[src/rtl/csrspmv_pkg.sv]
`timescale 1ns / 1ps
// ----------------------------------------------------------------------------
// csrspmv_pkg
// Shared constants and types for the scaled CSR sparse matrix-vector update.
// ----------------------------------------------------------------------------
package csrspmv_pkg;

    localparam int VEC_DEPTH = 4096;
    localparam int VEC_AW    = $clog2(VEC_DEPTH);
    localparam int FRAC_BITS = 24;

    localparam int DATA_W = 32;
    localparam int ACC_W  = 64;
    localparam int POS_W  = 12;
    localparam int ROW_W  = 16;
    localparam int FUNC_W = 2;

    localparam int VAL_LSB     = POS_W;
    localparam int OLD_LSB     = POS_W + DATA_W;
    localparam int S_PAYLOAD_W = POS_W + 2 * DATA_W;
    localparam int S_TDATA_W   = ((S_PAYLOAD_W + 7) / 8) * 8;
    localparam int M_TDATA_W   = ((ROW_W + DATA_W + 7) / 8) * 8;

    localparam int APB_AW = 3;

    localparam logic [DATA_W-1:0] ALPHA_RESET = DATA_W'(32'h0100_0000);
    localparam logic [DATA_W-1:0] BETA_RESET  = '0;

    localparam logic [0:0] REG_ALPHA = 1'b0;
    localparam logic [0:0] REG_BETA  = 1'b1;

    typedef enum logic [FUNC_W-1:0] {
        FUNC_LOAD  = 2'd0,
        FUNC_NZ    = 2'd1,
        FUNC_EMPTY = 2'd2,
        FUNC_RSVD  = 2'd3
    } func_t;

    typedef enum logic [3:0] {
        ST_IDLE,
        ST_NZ_MAG,
        ST_NZ_MUL,
        ST_NZ_SGN,
        ST_NZ_ACC,
        ST_E_MAG,
        ST_E_LO,
        ST_E_HI,
        ST_E_T1,
        ST_E_N1,
        ST_E_T2,
        ST_E_ADD,
        ST_E_OUT
    } state_t;

    typedef struct packed {
        logic [DATA_W-1:0] alpha;
        logic [DATA_W-1:0] beta;
    } cfg_t;

    typedef struct packed {
        logic              we;
        logic              re;
        logic [VEC_AW-1:0] addr;
        logic [DATA_W-1:0] wdata;
    } ram_req_t;

endpackage

[src/rtl/csrspmv_regs.sv]
`timescale 1ns / 1ps
// ----------------------------------------------------------------------------
// csrspmv_regs
// APB configuration registers: alpha and beta gains.
// ----------------------------------------------------------------------------
module csrspmv_regs
    import csrspmv_pkg::*;
(
    input  logic              aclk,
    input  logic              aresetn,
    input  logic              psel,
    input  logic              penable,
    input  logic              pwrite,
    input  logic [APB_AW-1:0] paddr,
    input  logic [DATA_W-1:0] pwdata,
    output logic [DATA_W-1:0] prdata,
    output logic              pready,
    output cfg_t              cfg
);

    logic [DATA_W-1:0] alpha_reg;
    logic [DATA_W-1:0] beta_reg;
    logic              wr_en;

    assign pready = 1'b1;
    assign wr_en  = psel && penable && pwrite;

    always_ff @(posedge aclk) begin
        if (!aresetn) begin
            alpha_reg <= ALPHA_RESET;
            beta_reg  <= BETA_RESET;
        end else if (wr_en) begin
            unique case (paddr[2])
                REG_ALPHA: alpha_reg <= pwdata;
                REG_BETA:  beta_reg  <= pwdata;
                default:   ;
            endcase
        end
    end

    always_comb begin
        unique case (paddr[2])
            REG_ALPHA: prdata = alpha_reg;
            REG_BETA:  prdata = beta_reg;
            default:   prdata = '0;
        endcase
    end

    assign cfg.alpha = alpha_reg;
    assign cfg.beta  = beta_reg;

endmodule

[config.mk]
export PLATFORM = sky130hd
export DESIGN_NAME = csrspmv_regs
export DESIGN_NICKNAME = d
export VERILOG_FILES = /design/src/rtl/csrspmv_pkg.sv /design/src/rtl/csrspmv_regs.sv
export SDC_FILE = /design/constraint.sdc
export NUM_CORES = 1
export LEC_CHECK = 0
export BUFFER_PORTS_ARGS = -buffer_cell sky130_fd_sc_hd__buf_2
export CAP_MARGIN = 40
export CELL_PAD_IN_SITES_DETAIL_PLACEMENT = 0
export CELL_PAD_IN_SITES_GLOBAL_PLACEMENT = 2
export CORE_MARGIN = 8
export CORE_UTILIZATION = 23
export CTS_BUF_LIST = sky130_fd_sc_hd__clkbuf_8
export CTS_CLUSTER_SIZE = 20
export DETAILED_ROUTE_END_ITERATION = 16
export PLACE_DENSITY_LB_ADDON = 0.1
export SYNTH_ARGS = -nofsm -noshare
export SYNTH_HDL_FRONTEND = slang
export SYNTH_SLANG_ARGS = --single-unit
[constraint.sdc]
create_clock -name aclk -period 1.1 [get_ports aclk]
set_input_delay 0.055 -clock aclk [delete_from_list [all_inputs] [get_ports aclk]]
set_output_delay 0.055 -clock aclk [all_outputs]
set_load 0.02 [all_outputs]
Word-level counts from Yosys, hierarchy flattened
Cells that the tools add are included.
{"block": "word_totals", "ff_bits": 64, "input_bits": 40, "output_inout_bits": 97}
{"block": "classes", "muxes": 1, "n_bitwise": 1, "reduce_logical": 4}
{"op": "one-hot mux 32 bit (2 select lines)", "count": 1}
{"op": "AND reduction 2 bit", "count": 2}
{"op": "logical AND 1 bit", "count": 2}
{"op": "inverter 1 bit", "count": 1}

Longest topological paths before layout
{"block": "logic_depth", "depth_word": 3, "depth_mapped": 5}

Worst setup path after synthesis
Ideal clock, no wire load.
{"block": "synth_timing", "path_kind": "input-to-reg", "start": "input port paddr[2]", "end": "register alpha_reg[0]", "setup_time_ns": 0.072, "t_arrival_ns": 0.843, "required_ns": 1.028, "slack_ns": 0.185, "cell_stages": 5, "path_buffers": 3, "cell_sequence": "buf_6 > and4b_1 > buf_6 > buf_6 > mux2i_1"}
{"block": "synth_via", "elab_chain_len": 2}
{"element": "start, declared", "line_no": "csrspmv_regs.sv:14", "text": "input logic [APB_AW-1:0] paddr,"}
{"element": "inverter 1 bit (no line)"}
{"element": "AND reduction 2 bit (no line)"}
{"element": "end signal, assigned", "line_no": "csrspmv_regs.sv:34", "text": "REG_ALPHA: alpha_reg <= pwdata;"}
{"element": "end, declared", "line_no": "csrspmv_regs.sv:21", "text": "logic [DATA_W-1:0] alpha_reg;"}
Every way passes these cells.
A chain may end at the register's enable or synchronous reset.

Worst setup path after layout
{"block": "layout_timing", "start": "register alpha_reg[2]", "end": "output port prdata[2]"}
{"block": "layout_via", "elab_chain_len": 1}
{"element": "one-hot mux 32 bit (2 select lines)", "line_no": "csrspmv_regs.sv:42", "text": "unique case (paddr[2])"}
{"element": "end, declared", "line_no": "csrspmv_regs.sv:16", "text": "output logic [DATA_W-1:0] prdata,"}
Every way passes these cells.

==> impl_results.md <==
- Launching element type of the critical path: register
- Die area: 0.0161 mm2
- Time the final worst path needs with I/O delays and setup: 1.12 ns
- Detailed Routing Iterations Pass 1: 4
- Count of warnings emitted by yosys: 0
- Worst hold path type: primary input to register
- Detailed-route wire length per cell: 14.6 um
- Clock-pin transition on the worst setup and hold timing paths: 0.08 ns
- Core region area: 0.0120 mm2
- TritonCTS clock tree: yes
- Synth Net Count: 323
- Post-route fraction of the period consumed by the critical path: 102%
- Depth of the CTS H-tree: 3
- First-pass GRT wire length: 15200 um
- Crit. End Element: output pin
- Pin count of the biggest net entering global routing: 49
- Max Clock Skew: 0 ns
- Clock Root Buffer: clkbuf_8
- Clock net sink count: 64
- Power density over cell area: 1110 mW/mm2
- Seq/Total Area, Yosys: 45.5%
- Hold Violations, Final: 0
- Number of unique standard cell types used by synthesis: 12
- DR iter-0 viols: 78
- Unrepaired setup endpoints after global routing: true
- Antenna diode instance count: 0
- Die outline width: 127 um
- Post-synthesis cell area: 0.00282 mm2
- Reg2reg path depth: 3
- Worst setup slack after layout: -0.0234 ns
- Standby leakage power: 2.60 nW
- Critical Path RT: 1.04 ns
- DRC viols: 0
- Final #Nets: 538
- Critical path class: register to output pin
- Power, Total: 5.60 mW
- Maximum fanout encountered on the critical timing path: 3
- Worst Path Arrival: 1.07 ns
- Source of the critical timing path: alpha_reg[2]
- Pins Over Slew Limit: 0
- Tot GR Track Use: 11.7%
- Die outline height: 127 um
- Starting density of the core: 23.5%
- Hold slack final: 0.209 ns
- Final weighted congestion in routability-driven placement: 0.650
- Post-detail-place hpwl: 6280 um
- Number of buffers created by CTS: 9
- Antenna viol nets, final: 0
- Failing checks: negative setup slack
- Initial antenna violation count: 0
- FF+latch count, synth: 64
- DR vias/cell: 4.19
- FF-to-FF Start: alpha_reg[24]
- Number of standard cells after synthesis: 283
- Fraction of final layout cells sized beyond drive strength 1: 61.4%
- Final global-route overflow total: 0
- R2r endpoint: alpha_reg[24]
- Maximum clock frequency: 890 MHz
- Average cell area after synthesis: 9.96 um2
- Latest clock arrival within the worst-skew pair: 0.33 ns
- Peak supply drop: 0.492 mV
- Post-detailed-routing wire length: 9490 um
- Setup crit end: prdata[2]
- Total negative slack for setup checks: -0.277 ns
- Count of boundary I/O pins: 137
- Buffers on Ports: 133
- Place WS: 0.0591 ns
- Detailed-route via count: 2726
- Max-cap violations: 0
- Setup-failing EPs final: 28
- Number of global-route vias before repair: 2997
- Run status: finished, violations left
- Site Rows: 40
- Setup slack on the worst flop-to-flop path: 0.36 ns
- Area growth from synthesis to layout: 78.6%
- Number of buffers between clock root and the deepest sink: 2
-- layer usage --
layer / part of all wire [%] / wire length, um / vias up / GRT usage (%)
met5: 0 / 0 / - / 0
met4: 1.2 / 117 / 0 / 4.41
met3: 7.2 / 685 / 10 / 3.69
met2: 45 / 4310 / 83 / 18.7
met1: 46 / 4370 / 1265 / 14.3
li1: - / - / 1368 / -
-- what timing repair did --
| action | in CTS | in global routing |
|---|---|---|
| setup endpoints to repair | 32 | 32 |
| gates resized for setup | 144 | 8 |
| hold buffers | 32 | 0 |
| gates cloned | 0 | 0 |
| buffers inserted | 51 | 2 |
| endpoints found under the hold margin | 63 | 0 |
-- where the power goes --
part	leakage, nW	internal [mW]	switching, mW
clock network	0.115	1.46	0.921
registers	0.548	2.38	0.0317
logic	1.94	0.417	0.388
total	2.60	4.26	1.34
-- cell usage in the layout (no fill, tap or decap), drive strengths merged --
| cell type | synthesis | routed |
|---|---|---|
| and4b | 1 | 1 |
| bufinv | 0 | 2 |
| conb | 1 | 1 |
| dlygate4sd3 | 0 | 32 |
| nand4 | 1 | 1 |
| mux2 | 32 | 32 |
| clkbuf | 8 | 12 |
| nor2b | 2 | 2 |
| mux2i | 64 | 64 |
| nand2 | 95 | 95 |
| clkinvlp | 0 | 2 |
| dfxtp | 64 | 64 |
| buf | 15 | 195 |
-- final cells by class --
class / instances / area, um2
sequential: 64 / 1360
clock inverter: 4 / 75.1
fill: 1250 / 6980
clock buffer: 12 / 165
multi-input combinational: 196 / 1500
tap: 147 / 184
timing repair buffer: 227 / 1750
-- per-stage QoR --
step,instances,util [%],area [um2]
global placement,549,30.8,3700
finish,650,41.9,5030
global route,650,41.9,5030
detailed placement,549,30.8,3700
CTS,648,41.6,4990
floorplan,283,-,2820
-- logic make-up after synthesis --
group | Yosys count | share of synthesized area [%]
other | 1 | 0.133
and+or+nand+nor | 99 | 13.9
buffers and inverters | 23 | 5.02
DFF | 64 | 45.5
muxes | 96 | 35.5
-- worst max-delay path, cell delays in order, from the launching register on --
cell,delay (ns)
dfxtp_2,0.33
mux2_2,0.26
buf_6,0.13
-- cells in the mapped netlist --
cell type	count	share of area [%]
and4b_1	1	0.36
buf_2	8	1.4
buf_4	2	0.53
buf_6	5	2.0
clkbuf_1	8	1.1
conb_1	1	0.13
dfxtp_1	64	45
mux2_2	32	13
mux2i_1	64	23
nand2_1	95	13
nand4_2	1	0.44
nor2b_1	2	0.44
-- worst min path at each step --
stage / start / to / slack (ns) / cells after the start
2_1_floorplan: pwdata[24] / beta_reg[24] / 0.19 / 2
3_3_place_gp: pwdata[24] / beta_reg[24] / 0.32 / 3
3_5_place_dp: pwdata[24] / beta_reg[24] / 0.33 / 3
4_1_cts: aresetn / alpha_reg[1] / 0.18 / 4
5_1_grt: aresetn / alpha_reg[2] / 0.21 / 4
6_report: aresetn / alpha_reg[19] / 0.21 / 4
Power figures use the tool's default switching activity.
