`config.mk`:
```
export PLATFORM = sky130hd
export DESIGN_NAME = csrspmv_core
export DESIGN_NICKNAME = d
export VERILOG_FILES = /design/src/rtl/csrspmv_pkg.sv /design/src/rtl/csrspmv_core.sv
export SDC_FILE = /design/constraint.sdc
export NUM_CORES = 2
export LEC_CHECK = 0
export ABC_AREA = 1
export BUFFER_PORTS_ARGS = -buffer_cell sky130_fd_sc_hd__buf_2
export CAP_MARGIN = 20
export CORE_UTILIZATION = 34
export DETAILED_ROUTE_END_ITERATION = 12
export REMOVE_ABC_BUFFERS = 1
export SYNTH_ARGS = -nofsm -noshare
export SYNTH_HDL_FRONTEND = slang
export SYNTH_SLANG_ARGS = --single-unit
```
`constraint.sdc`:
```
create_clock -name aclk -period 9.45 [get_ports aclk]
set_input_delay 0.945 -clock aclk [delete_from_list [all_inputs] [get_ports aclk]]
set_output_delay 0.945 -clock aclk [all_outputs]
set_load 0.01 [all_outputs]
```
`src/rtl/csrspmv_pkg.sv`:
```
`timescale 1ns / 1ps
// ----------------------------------------------------------------------------
// csrspmv_pkg
// Shared constants and types for the scaled CSR sparse matrix-vector update.
// ----------------------------------------------------------------------------
package csrspmv_pkg;

    localparam int VEC_DEPTH = 4096;
    localparam int VEC_AW    = $clog2(VEC_DEPTH);
    localparam int FRAC_BITS = 24;

    localparam int DATA_W = 32;
    localparam int ACC_W  = 64;
    localparam int POS_W  = 12;
    localparam int ROW_W  = 16;
    localparam int FUNC_W = 2;

    localparam int VAL_LSB     = POS_W;
    localparam int OLD_LSB     = POS_W + DATA_W;
    localparam int S_PAYLOAD_W = POS_W + 2 * DATA_W;
    localparam int S_TDATA_W   = ((S_PAYLOAD_W + 7) / 8) * 8;
    localparam int M_TDATA_W   = ((ROW_W + DATA_W + 7) / 8) * 8;

    localparam int APB_AW = 3;

    localparam logic [DATA_W-1:0] ALPHA_RESET = DATA_W'(32'h0100_0000);
    localparam logic [DATA_W-1:0] BETA_RESET  = '0;

    localparam logic [0:0] REG_ALPHA = 1'b0;
    localparam logic [0:0] REG_BETA  = 1'b1;

    typedef enum logic [FUNC_W-1:0] {
        FUNC_LOAD  = 2'd0,
        FUNC_NZ    = 2'd1,
        FUNC_EMPTY = 2'd2,
        FUNC_RSVD  = 2'd3
    } func_t;

    typedef enum logic [3:0] {
        ST_IDLE,
        ST_NZ_MAG,
        ST_NZ_MUL,
        ST_NZ_SGN,
        ST_NZ_ACC,
        ST_E_MAG,
        ST_E_LO,
        ST_E_HI,
        ST_E_T1,
        ST_E_N1,
        ST_E_T2,
        ST_E_ADD,
        ST_E_OUT
    } state_t;

    typedef struct packed {
        logic [DATA_W-1:0] alpha;
        logic [DATA_W-1:0] beta;
    } cfg_t;

    typedef struct packed {
        logic              we;
        logic              re;
        logic [VEC_AW-1:0] addr;
        logic [DATA_W-1:0] wdata;
    } ram_req_t;

endpackage

```
`src/rtl/csrspmv_core.sv`:
```
`timescale 1ns / 1ps
// ----------------------------------------------------------------------------
// csrspmv_core
// Sequencer and datapath: vector store access, shared 32x32 multiplier,
// saturating accumulate and row output scaling.
// ----------------------------------------------------------------------------
module csrspmv_core
    import csrspmv_pkg::*;
(
    input  logic                 aclk,
    input  logic                 aresetn,
    input  cfg_t                 cfg,
    input  logic                 s_tvalid,
    output logic                 s_tready,
    input  logic [S_TDATA_W-1:0] s_tdata,
    input  logic                 s_tlast,
    input  logic [FUNC_W-1:0]    s_tuser,
    output logic                 m_tvalid,
    input  logic                 m_tready,
    output logic [M_TDATA_W-1:0] m_tdata,
    output logic                 m_tuser,
    output ram_req_t             ram_req,
    input  logic [DATA_W-1:0]    ram_rdata
);

    localparam int SHL    = DATA_W - FRAC_BITS;
    localparam int HI_LIM = ACC_W - 1 - SHL;

    localparam logic [ACC_W-1:0] NEG_LIMIT = {1'b1, {(ACC_W-1){1'b0}}};
    localparam logic [ACC_W-1:0] POS_LIMIT = {1'b0, {(ACC_W-1){1'b1}}};
    localparam logic [DATA_W-1:0] OUT_MAX  = {1'b0, {(DATA_W-1){1'b1}}};
    localparam logic [DATA_W-1:0] OUT_MIN  = {1'b1, {(DATA_W-1){1'b0}}};

    function automatic logic [ACC_W-1:0] abs64(input logic [ACC_W-1:0] a);
        abs64 = a[ACC_W-1] ? (~a + 1'b1) : a;
    endfunction

    function automatic logic [DATA_W-1:0] abs32(input logic [DATA_W-1:0] a);
        abs32 = a[DATA_W-1] ? (~a + 1'b1) : a;
    endfunction

    // {overflow, saturated sum}
    function automatic logic [ACC_W:0] add_sat(input logic [ACC_W-1:0] a,
                                               input logic [ACC_W-1:0] b);
        logic [ACC_W-1:0] s;
        logic             ovf;
        s   = a + b;
        ovf = (a[ACC_W-1] == b[ACC_W-1]) && (s[ACC_W-1] != a[ACC_W-1]);
        if (ovf) begin
            add_sat = {1'b1, (a[ACC_W-1] ? NEG_LIMIT : POS_LIMIT)};
        end else begin
            add_sat = {1'b0, s};
        end
    endfunction

    state_t state_reg, state_next;

    logic [POS_W-1:0]  s_pos;
    logic [DATA_W-1:0] s_value;
    logic [DATA_W-1:0] s_old;
    logic              s_in_range;
    logic              accept;
    logic              out_load;

    logic [DATA_W-1:0] value_reg;
    logic [DATA_W-1:0] old_reg;
    logic              in_range_reg;
    logic              rowend_reg;
    logic [ACC_W-1:0]  mag_a_reg;
    logic [DATA_W-1:0] mag_b_reg;
    logic [DATA_W-1:0] mag_c_reg;
    logic [DATA_W-1:0] mag_d_reg;
    logic              neg1_reg;
    logic              neg2_reg;
    logic [ACC_W-1:0]  prod_reg;
    logic [ACC_W-1:0]  lo_reg;
    logic [ACC_W-1:0]  hi_reg;
    logic [ACC_W-1:0]  r_reg;
    logic [ACC_W-1:0]  term_reg;
    logic [ACC_W-1:0]  t1_reg;
    logic [ACC_W-1:0]  t2_reg;
    logic [ACC_W-1:0]  row_sum_reg;
    logic [DATA_W-1:0] res_reg;
    logic              sat_reg;
    logic [ROW_W-1:0]  row_cnt_reg;
    logic              m_valid_reg;
    logic [ROW_W-1:0]  m_row_reg;
    logic [DATA_W-1:0] m_out_reg;
    logic              m_sat_reg;

    logic [DATA_W-1:0] mul_a;
    logic [DATA_W-1:0] mul_b;
    logic [ACC_W-1:0]  mul_p;
    logic [DATA_W-1:0] entry;
    logic [ACC_W-1:0]  r_calc;
    logic [ACC_W-1:0]  r_limit;
    logic [ACC_W-1:0]  shifted;
    logic [ACC_W:0]    acc_add;
    logic [ACC_W:0]    out_add;

    assign s_pos      = s_tdata[POS_W-1:0];
    assign s_value    = s_tdata[VAL_LSB +: DATA_W];
    assign s_old      = s_tdata[OLD_LSB +: DATA_W];
    assign s_in_range = 32'(s_pos) < 32'(VEC_DEPTH);
    assign accept     = s_tvalid && s_tready;

    always_ff @(posedge aclk) begin
        if (!aresetn) begin
            state_reg <= ST_IDLE;
        end else begin
            state_reg <= state_next;
        end
    end

    always_comb begin
        state_next    = state_reg;
        s_tready      = 1'b0;
        out_load      = 1'b0;
        ram_req.we    = 1'b0;
        ram_req.re    = 1'b0;
        ram_req.addr  = VEC_AW'(s_pos);
        ram_req.wdata = s_value;
        unique case (state_reg)
            ST_IDLE: begin
                s_tready = 1'b1;
                if (s_tvalid) begin
                    unique case (s_tuser)
                        FUNC_LOAD: ram_req.we = s_in_range;
                        FUNC_NZ: begin
                            ram_req.re = s_in_range;
                            state_next = ST_NZ_MAG;
                        end
                        FUNC_EMPTY: state_next = ST_E_MAG;
                        default:    ;
                    endcase
                end
            end
            ST_NZ_MAG: state_next = ST_NZ_MUL;
            ST_NZ_MUL: state_next = ST_NZ_SGN;
            ST_NZ_SGN: state_next = ST_NZ_ACC;
            ST_NZ_ACC: state_next = rowend_reg ? ST_E_MAG : ST_IDLE;
            ST_E_MAG:  state_next = ST_E_LO;
            ST_E_LO:   state_next = ST_E_HI;
            ST_E_HI:   state_next = ST_E_T1;
            ST_E_T1:   state_next = ST_E_N1;
            ST_E_N1:   state_next = ST_E_T2;
            ST_E_T2:   state_next = ST_E_ADD;
            ST_E_ADD:  state_next = ST_E_OUT;
            ST_E_OUT: begin
                if (!m_valid_reg || m_tready) begin
                    out_load   = 1'b1;
                    state_next = ST_IDLE;
                end
            end
            default: state_next = ST_IDLE;
        endcase
    end

    // shared multiplier operand select
    always_comb begin
        case (state_reg)
            ST_E_HI: begin
                mul_a = mag_a_reg[ACC_W-1:DATA_W];
                mul_b = mag_b_reg;
            end
            ST_E_N1: begin
                mul_a = mag_c_reg;
                mul_b = mag_d_reg;
            end
            default: begin
                mul_a = mag_a_reg[DATA_W-1:0];
                mul_b = mag_b_reg;
            end
        endcase
    end

    assign mul_p   = {{(ACC_W-DATA_W){1'b0}}, mul_a} * {{(ACC_W-DATA_W){1'b0}}, mul_b};
    assign entry   = in_range_reg ? ram_rdata : '0;
    assign r_calc  = (hi_reg << SHL) + (lo_reg >> FRAC_BITS);
    assign r_limit = neg1_reg ? NEG_LIMIT : POS_LIMIT;
    assign shifted = prod_reg >> FRAC_BITS;
    assign acc_add = add_sat(row_sum_reg, term_reg);
    assign out_add = add_sat(t1_reg, t2_reg);

    always_ff @(posedge aclk) begin
        if (!aresetn) begin
            row_sum_reg <= '0;
            row_cnt_reg <= '0;
            m_valid_reg <= 1'b0;
        end else begin
            if (accept && (s_tuser == FUNC_EMPTY)) begin
                row_sum_reg <= '0;
            end else if (state_reg == ST_NZ_ACC) begin
                row_sum_reg <= acc_add[ACC_W-1:0];
            end else if (state_reg == ST_E_MAG) begin
                row_sum_reg <= '0;
            end
            if (out_load) begin
                row_cnt_reg <= row_cnt_reg + 1'b1;
                m_valid_reg <= 1'b1;
            end else if (m_tready) begin
                m_valid_reg <= 1'b0;
            end
        end
    end

    always_ff @(posedge aclk) begin
        if (accept) begin
            value_reg    <= s_value;
            old_reg      <= s_old;
            in_range_reg <= s_in_range;
            rowend_reg   <= s_tlast;
        end
        case (state_reg)
            ST_NZ_MAG: begin
                mag_a_reg <= {{(ACC_W-DATA_W){1'b0}}, abs32(value_reg)};
                mag_b_reg <= abs32(entry);
                neg1_reg  <= value_reg[DATA_W-1] ^ entry[DATA_W-1];
            end
            ST_NZ_MUL: prod_reg <= mul_p;
            ST_NZ_SGN: term_reg <= neg1_reg ? (~shifted + 1'b1) : shifted;
            ST_E_MAG: begin
                mag_a_reg <= abs64(row_sum_reg);
                mag_b_reg <= abs32(cfg.alpha);
                neg1_reg  <= row_sum_reg[ACC_W-1] ^ cfg.alpha[DATA_W-1];
                mag_c_reg <= abs32(old_reg);
                mag_d_reg <= abs32(cfg.beta);
                neg2_reg  <= old_reg[DATA_W-1] ^ cfg.beta[DATA_W-1];
                sat_reg   <= 1'b0;
            end
            ST_E_LO: lo_reg <= mul_p;
            ST_E_HI: hi_reg <= mul_p;
            ST_E_T1: begin
                if ((|hi_reg[ACC_W-1:HI_LIM]) || (r_calc > r_limit)) begin
                    r_reg   <= r_limit;
                    sat_reg <= 1'b1;
                end else begin
                    r_reg <= r_calc;
                end
            end
            ST_E_N1: begin
                t1_reg   <= neg1_reg ? (~r_reg + 1'b1) : r_reg;
                prod_reg <= mul_p;
            end
            ST_E_T2: t2_reg <= neg2_reg ? (~shifted + 1'b1) : shifted;
            ST_E_ADD: begin
                if (out_add[ACC_W-1:DATA_W-1] == {(ACC_W-DATA_W+1){out_add[ACC_W-1]}}) begin
                    res_reg <= out_add[DATA_W-1:0];
                    sat_reg <= sat_reg | out_add[ACC_W];
                end else begin
                    res_reg <= out_add[ACC_W-1] ? OUT_MIN : OUT_MAX;
                    sat_reg <= 1'b1;
                end
            end
            default: ;
        endcase
        if (out_load) begin
            m_row_reg <= row_cnt_reg;
            m_out_reg <= res_reg;
            m_sat_reg <= sat_reg;
        end
    end

    assign m_tvalid = m_valid_reg;
    assign m_tdata  = M_TDATA_W'({m_out_reg, m_row_reg});
    assign m_tuser  = m_sat_reg;

endmodule

```
; Yosys cells after proc, flatten, opt, wreduce, memory -nomap -nowiden
; Cells that the tools add are included.
[totals]
ff_bits = 842
in_bits = 183
output_inout_bits = 97
elab_cells = 138
[classes]
add_sub_neg = 12
mul = 1
order_cmp = 1
eq_ne = 23
n_mux = 41
bitwise_logic = 13
n_reduce_logical = 18
[op_table]
columns = operator, count
row1 = two-way mux 64 bit, 9
row2 = adder 64 x 1 -> 64 bit (second input constant), 3
row3 = two-way mux 32 bit, 6
row4 = adder 32 x 1 -> 32 bit (second input constant), 5
row5 = NOT 32 bit, 5
row6 = adder 64 bit, 2
row7 = NOT 64 bit, 2
row8 = one-hot mux 32 bit (2 select lines), 2
row9 = one-hot mux 64 bit (2 select lines), 1
row10 = two-way mux 40 bit, 2
row11 = two-way mux 65 bit, 1
row12 = adder 64 x 40 -> 64 bit, 1
row13 = > comparator 64 bit, 1
row14 = multiplier 32 x 32 -> 64 bit, 1
row15 = NOT 40 -> 64 bit, 1
row16 = two-way mux 31 bit, 2
row17 = one-hot mux 4 bit (13 select lines), 1
row18 = equality test 32 bit, 1
row19 = equality test 4 bit (second input constant), 5
row20 = adder 16 x 1 -> 16 bit (second input constant), 1
row21 = equality test 4 x 3 -> 1 bit (second input constant), 4
row22 = two-way mux 1 bit, 9
row23 = OR reduction 9 bit, 1
row24 = equality test 4 x 2 -> 1 bit (second input constant), 2
row25 = 26 further kinds, 41

; Depth between registers and ports, before layout
[depth]
word_depth = 7
depth_mapped = 39
ltp_nobuf = 37

; Worst setup path after synthesis
; Ideal clock, no wire load.
[synth_timing]
path_type = register -> register
startpoint = register state_reg[3]
endpoint = register hi_reg[59], data pin
arrival_time_ns = 9.562
required_time_ns = 9.183
slack_ns = -0.379
path_stages_with_launch = 37
n_path_buf = 2
cell_sequence = dfxtp_1 > inv_1 > nor2_1 > inv_1 > nor2_4 > buf_1 > nand2_1 > nand3_1 > nand2_1 > inv_1 > clkbuf_1 > nand2_1 > fa_1 > inv_1 > fa_1 > fa_1 > inv_1 > fa_1 > inv_1 > fa_1 > fa_1 > fa_1 > inv_1 > fa_1 > inv_1 > ha_1 > a21oi_1 > inv_1 > a31oi_1 > inv_1 > a21boi_0 > nor2_1 > or2_2 > a21oi_1 > o21ai_0 > a21oi_1 > xnor2_1
[synth_via]
elab_chain_len = 3
word_cells_on_any_way = 5
cone_classes = mul: 1 / eq/ne: 2 / mux: 2
[synth_rtl]
columns = element, line_no
row1 = start: declaration, csrspmv_core.sv:56  ; state_t state_reg, state_next;
row2 = start signal: assignment, csrspmv_core.sv:111  ; state_reg <= state_next;
row3 = equality test 4 bit or equality test 4 x 3 -> 1 bit (tied branches), csrspmv_core.sv:161  ; case (state_reg)
row4 = one-hot mux 32 bit (2 select lines) or two-way mux 32 bit (tied branches), csrspmv_core.sv:161
row5 = multiplier 32 x 32 -> 64 bit (*), csrspmv_core.sv:177  ; assign mul_p = {{(ACC_W-DATA_W){1'b0}}, mul_a} * {{(ACC_W-DATA_W){1'b0}}, mul_b};
row6 = net mul_p[59], csrspmv_core.sv:93  ; logic [ACC_W-1:0] mul_p;
row7 = end signal: assignment, csrspmv_core.sv:232  ; ST_E_HI: hi_reg <= mul_p;
row8 = end: declaration, csrspmv_core.sv:77  ; logic [ACC_W-1:0] hi_reg;
; Mark *: on every way through the listed nets, which the timed path passes. The rest lies on a longest branch.
; A chain may end at the register's enable or synchronous reset.

; Worst setup path in the final report
[layout_timing]
startpoint = register state_reg[2]
endpoint = register lo_reg[37], data pin
[layout_via]
elab_chain_len = 3
word_cells_on_any_way = 5
cone_classes = mul: 1 / eq/ne: 2 / mux: 2
[layout_rtl]
columns = element, line_no
row1 = equality test 4 bit or equality test 4 x 3 -> 1 bit (tied branches), csrspmv_core.sv:161
row2 = one-hot mux 32 bit (2 select lines) or two-way mux 32 bit (tied branches), csrspmv_core.sv:161
row3 = multiplier 32 x 32 -> 64 bit (*), csrspmv_core.sv:177
row4 = net mul_p[37], csrspmv_core.sv:93
row5 = end signal: assignment, csrspmv_core.sv:231  ; ST_E_LO: lo_reg <= mul_p;
row6 = end: declaration, csrspmv_core.sv:76  ; logic [ACC_W-1:0] lo_reg;
; Marked as above.

==> impl_metrics.env <==
export IMPL_fmax_mhz=108.5
export IMPL_synth_flop_cell="edfxtp_1"
export IMPL_area_growth_pct=12.36
export IMPL_routedWlPerCell_um=20.01
export IMPL_chipHeight_um=497.0
export IMPL_routed_wl_um=277000
export IMPL_drc_errors=0
export IMPL_worst_slew_pin_slew_ps=1190
export IMPL_crit_top_cell="fa_1"
export IMPL_drive_gt1_share_pct=8.938
export IMPL_cts_sinks=794
export IMPL_rows=181
export IMPL_yosys_warnings=0
export IMPL_core_area_um2=243500
export IMPL_initial_core_util_pct=34.21
export IMPL_worstPathRequired_ps=9790
export IMPL_critical_path_top_delay_family="adder cells"
export IMPL_finalSetupViolations=0
export IMPL_root_buffer="clkbuf_16"
export IMPL_maxCapViolations=0
export IMPL_cts_tree="done"
export IMPL_cts_path_max_buffers=3
export IMPL_grt_use_total_pct=22.16
export IMPL_slowest_stage="xor2_1"
export IMPL_cts_max_level=3
export IMPL_grt_pass1_wl_um=416200
export IMPL_nets=12143
export IMPL_critPathBufInv=11
export IMPL_ys_async_sr_fraction_pct=0
export IMPL_syn_inst=10227
export IMPL_synth_edf_count=709
export IMPL_criticalPathCategory="flop to flop"
export IMPL_ioPinCount=280
export IMPL_globalRouteOverflowTotal=0
export IMPL_syn_avg_cell_area_um2=8.144
export IMPL_insertion_delay_ps=760
export IMPL_max_stage_delay_ps=940
export IMPL_ys_seq_area_share_pct=27.60
export IMPL_drtIter0Drc=5597
export IMPL_antenna_found_initial=16
export IMPL_syn_area_um2=83290
export IMPL_final_antenna_net_count=0
export IMPL_finalWeightedCongestion=0.9870
export IMPL_rsz0062_at_grt="true"
export IMPL_hold_path_class="flop to flop"
export IMPL_place_port_buffers=251
export IMPL_nFillCells=25043
export IMPL_die_area_um2=247000
export IMPL_cts_inserted_buffers=94
export IMPL_grt_max_degree=100
export IMPL_dr_pass1_iters=8
export IMPL_worstSetupStartpointType="flop"
export IMPL_crit_path_end_kind="flop"
export IMPL_ys_ff_latch=794
export IMPL_worstPathMaxFanout=37
export IMPL_period_needed_ps=9217
export IMPL_slew_violations=0
export IMPL_num_vias=69632
export IMPL_ys_types=67
export IMPL_grt_pass1_vias=68117
export IMPL_dp_hpwl_um=226000
export IMPL_hold_viol_final=0
export IMPL_fp_dieW_um=497.0
export IMPL_fin_cells=13847
export IMPL_post_route_period_util_pct=97.54
export IMPL_maxSlewHeadroom_pct=20.42
export IMPL_status="complete, no violations"
export IMPL_post_place_cells=13662
export IMPL_skew_ps=65.83
export IMPL_arrival_ps=9560
export IMPL_clk_pin_slew_ps=70
export IMPL_viasPerCell=5.029
## worst reg2reg max path: cells and delay by family, from the launching register on
family	cells	cell delay (ps)
adder cells (fa/ha/maj)	9	4230
buffers and inverters	11	1530
AO/OA/AOI/OAI	7	1180
XOR/XNOR	1	940
AND/OR/NAND/NOR	4	470
flip-flops	1	430
## final timing paths
kind | start | cells after the start | slack, ps | end
worst min-delay path | res_reg[3]$_DFFE_PP_ | 0 | 380 | m_out_reg[3]$_DFFE_PP_
worst max register to register | state_reg[2]$_SDFFE_PN0P_ | 32 | 230 | lo_reg[37]$_DFFE_PP_
worst max-delay path | state_reg[2]$_SDFFE_PN0P_ | 32 | 230 | lo_reg[37]$_DFFE_PP_
worst min register to register | res_reg[3]$_DFFE_PP_ | 0 | 380 | m_out_reg[3]$_DFFE_PP_
## cells in the mapped netlist (31+ instances only)
cell type	instances	area, µm²
a21oi_1	532	2663
a22o_1	31	271.5
a31oi_1	61	381.6
buf_4	44	330.3
clkbuf_1	253	949.7
dfxtp_1	85	1702
edfxtp_1	709	21290
fa_1	900	18020
ha_1	497	6218
inv_1	1815	6813
nand2_1	2204	8273
nand3_1	283	1416
nand4_1	66	412.9
nor2_1	1283	4816
nor2_2	42	262.8
nor3_1	138	690.7
nor4_1	61	381.6
o21ai_0	436	2182
xnor2_1	149	1305
xor2_1	198	1734
## layout make-up
cell class	count	area (µm²)	area share (%)
diodes	5	12.51	0.01337
clock buffers	117	2500	2.671
clock inverters	56	620.6	0.6631
inverters	1860	7004	7.484
multi-input cells	7224	52030	55.60
flip-flops and latches	794	22990	24.57
well taps	3202	4006	4.281
repair buffers	589	4420	4.723
## placed cells by master, fill, tap and decap left out, types with 19 or more instances in the layout
cell / synthesis / final
nor3_1: 138 / 137
o21a_1: 22 / 22
nand2_1: 2204 / 2203
o21ai_1: 28 / 26
nor2_2: 42 / 43
nor2_1: 1283 / 1271
clkinv_1: 19 / 27
nand4_1: 66 / 66
dfxtp_1: 85 / 84
xor2_1: 198 / 194
buf_4: 44 / 288
o21ai_0: 436 / 432
edfxtp_1: 709 / 709
nor4_1: 61 / 61
ha_1: 497 / 497
a22o_1: 31 / 31
a21oi_1: 532 / 502
clkbuf_16: 0 / 95
a21oi_2: 3 / 32
o31ai_1: 24 / 24
a31oi_1: 61 / 60
buf_12: 0 / 48
nand3b_1: 25 / 25
xnor2_1: 149 / 143
inv_2: 26 / 25
fa_1: 900 / 900
nand3_1: 283 / 283
buf_2: 19 / 251
inv_1: 1815 / 1812
o211ai_1: 19 / 19
o21bai_1: 28 / 28
## metal layers
layer | share of wire, % | GRT usage (%) | vias to the layer above
li1 | - | - | 32960
met1 | 42 | 29.33 | 33735
met2 | 46 | 36.51 | 2492
met3 | 7.7 | 3.783 | 437
met4 | 3.7 | 7.452 | 8
met5 | 0.016 | 0 | -
## stage by stage
stage	utilization (%)	TNS, ps	setup slack (ps)	area [µm²]	hold WS (ps)
6_report	38.44	0	232.7	93590	375.7
5_1_grt	38.44	0	3.207	93580	346.3
4_1_cts	38.34	-14.99	-14.99	93350	324.8
3_5_place_dp	37.05	0	42.33	90200	405.2
3_3_place_gp	37.05	0	70.41	90200	402.6
2_1_floorplan	-	-243240	-2428	81670	400.3
## cells by family after synthesis
logic type / Yosys count / share of synthesized area (%)
XOR/XNOR: 347 / 3.649
AND/OR/NAND/NOR: 4187 / 20.63
buffers and inverters: 2209 / 10.33
adder cells (fa/ha/maj): 1397 / 29.10
flip-flops: 794 / 27.60
AO/OA/AOI/OAI: 1293 / 8.695
## timing repair
| item | CTS | global route |
|---|---|---|
| buffers inserted | 0 | 4 |
| gates cloned | 0 | 0 |
| setup endpoints to repair | 11 | 84 |
| hold buffers | 0 | 0 |
| pin swaps | 0 | 2 |
| hold endpoints to repair | 0 | 0 |
| resized for setup | 4 | 20 |
Power is left out: the tool's default activity adds up to more than one toggle a clock period on the data nets, which glitch-free logic cannot reach.
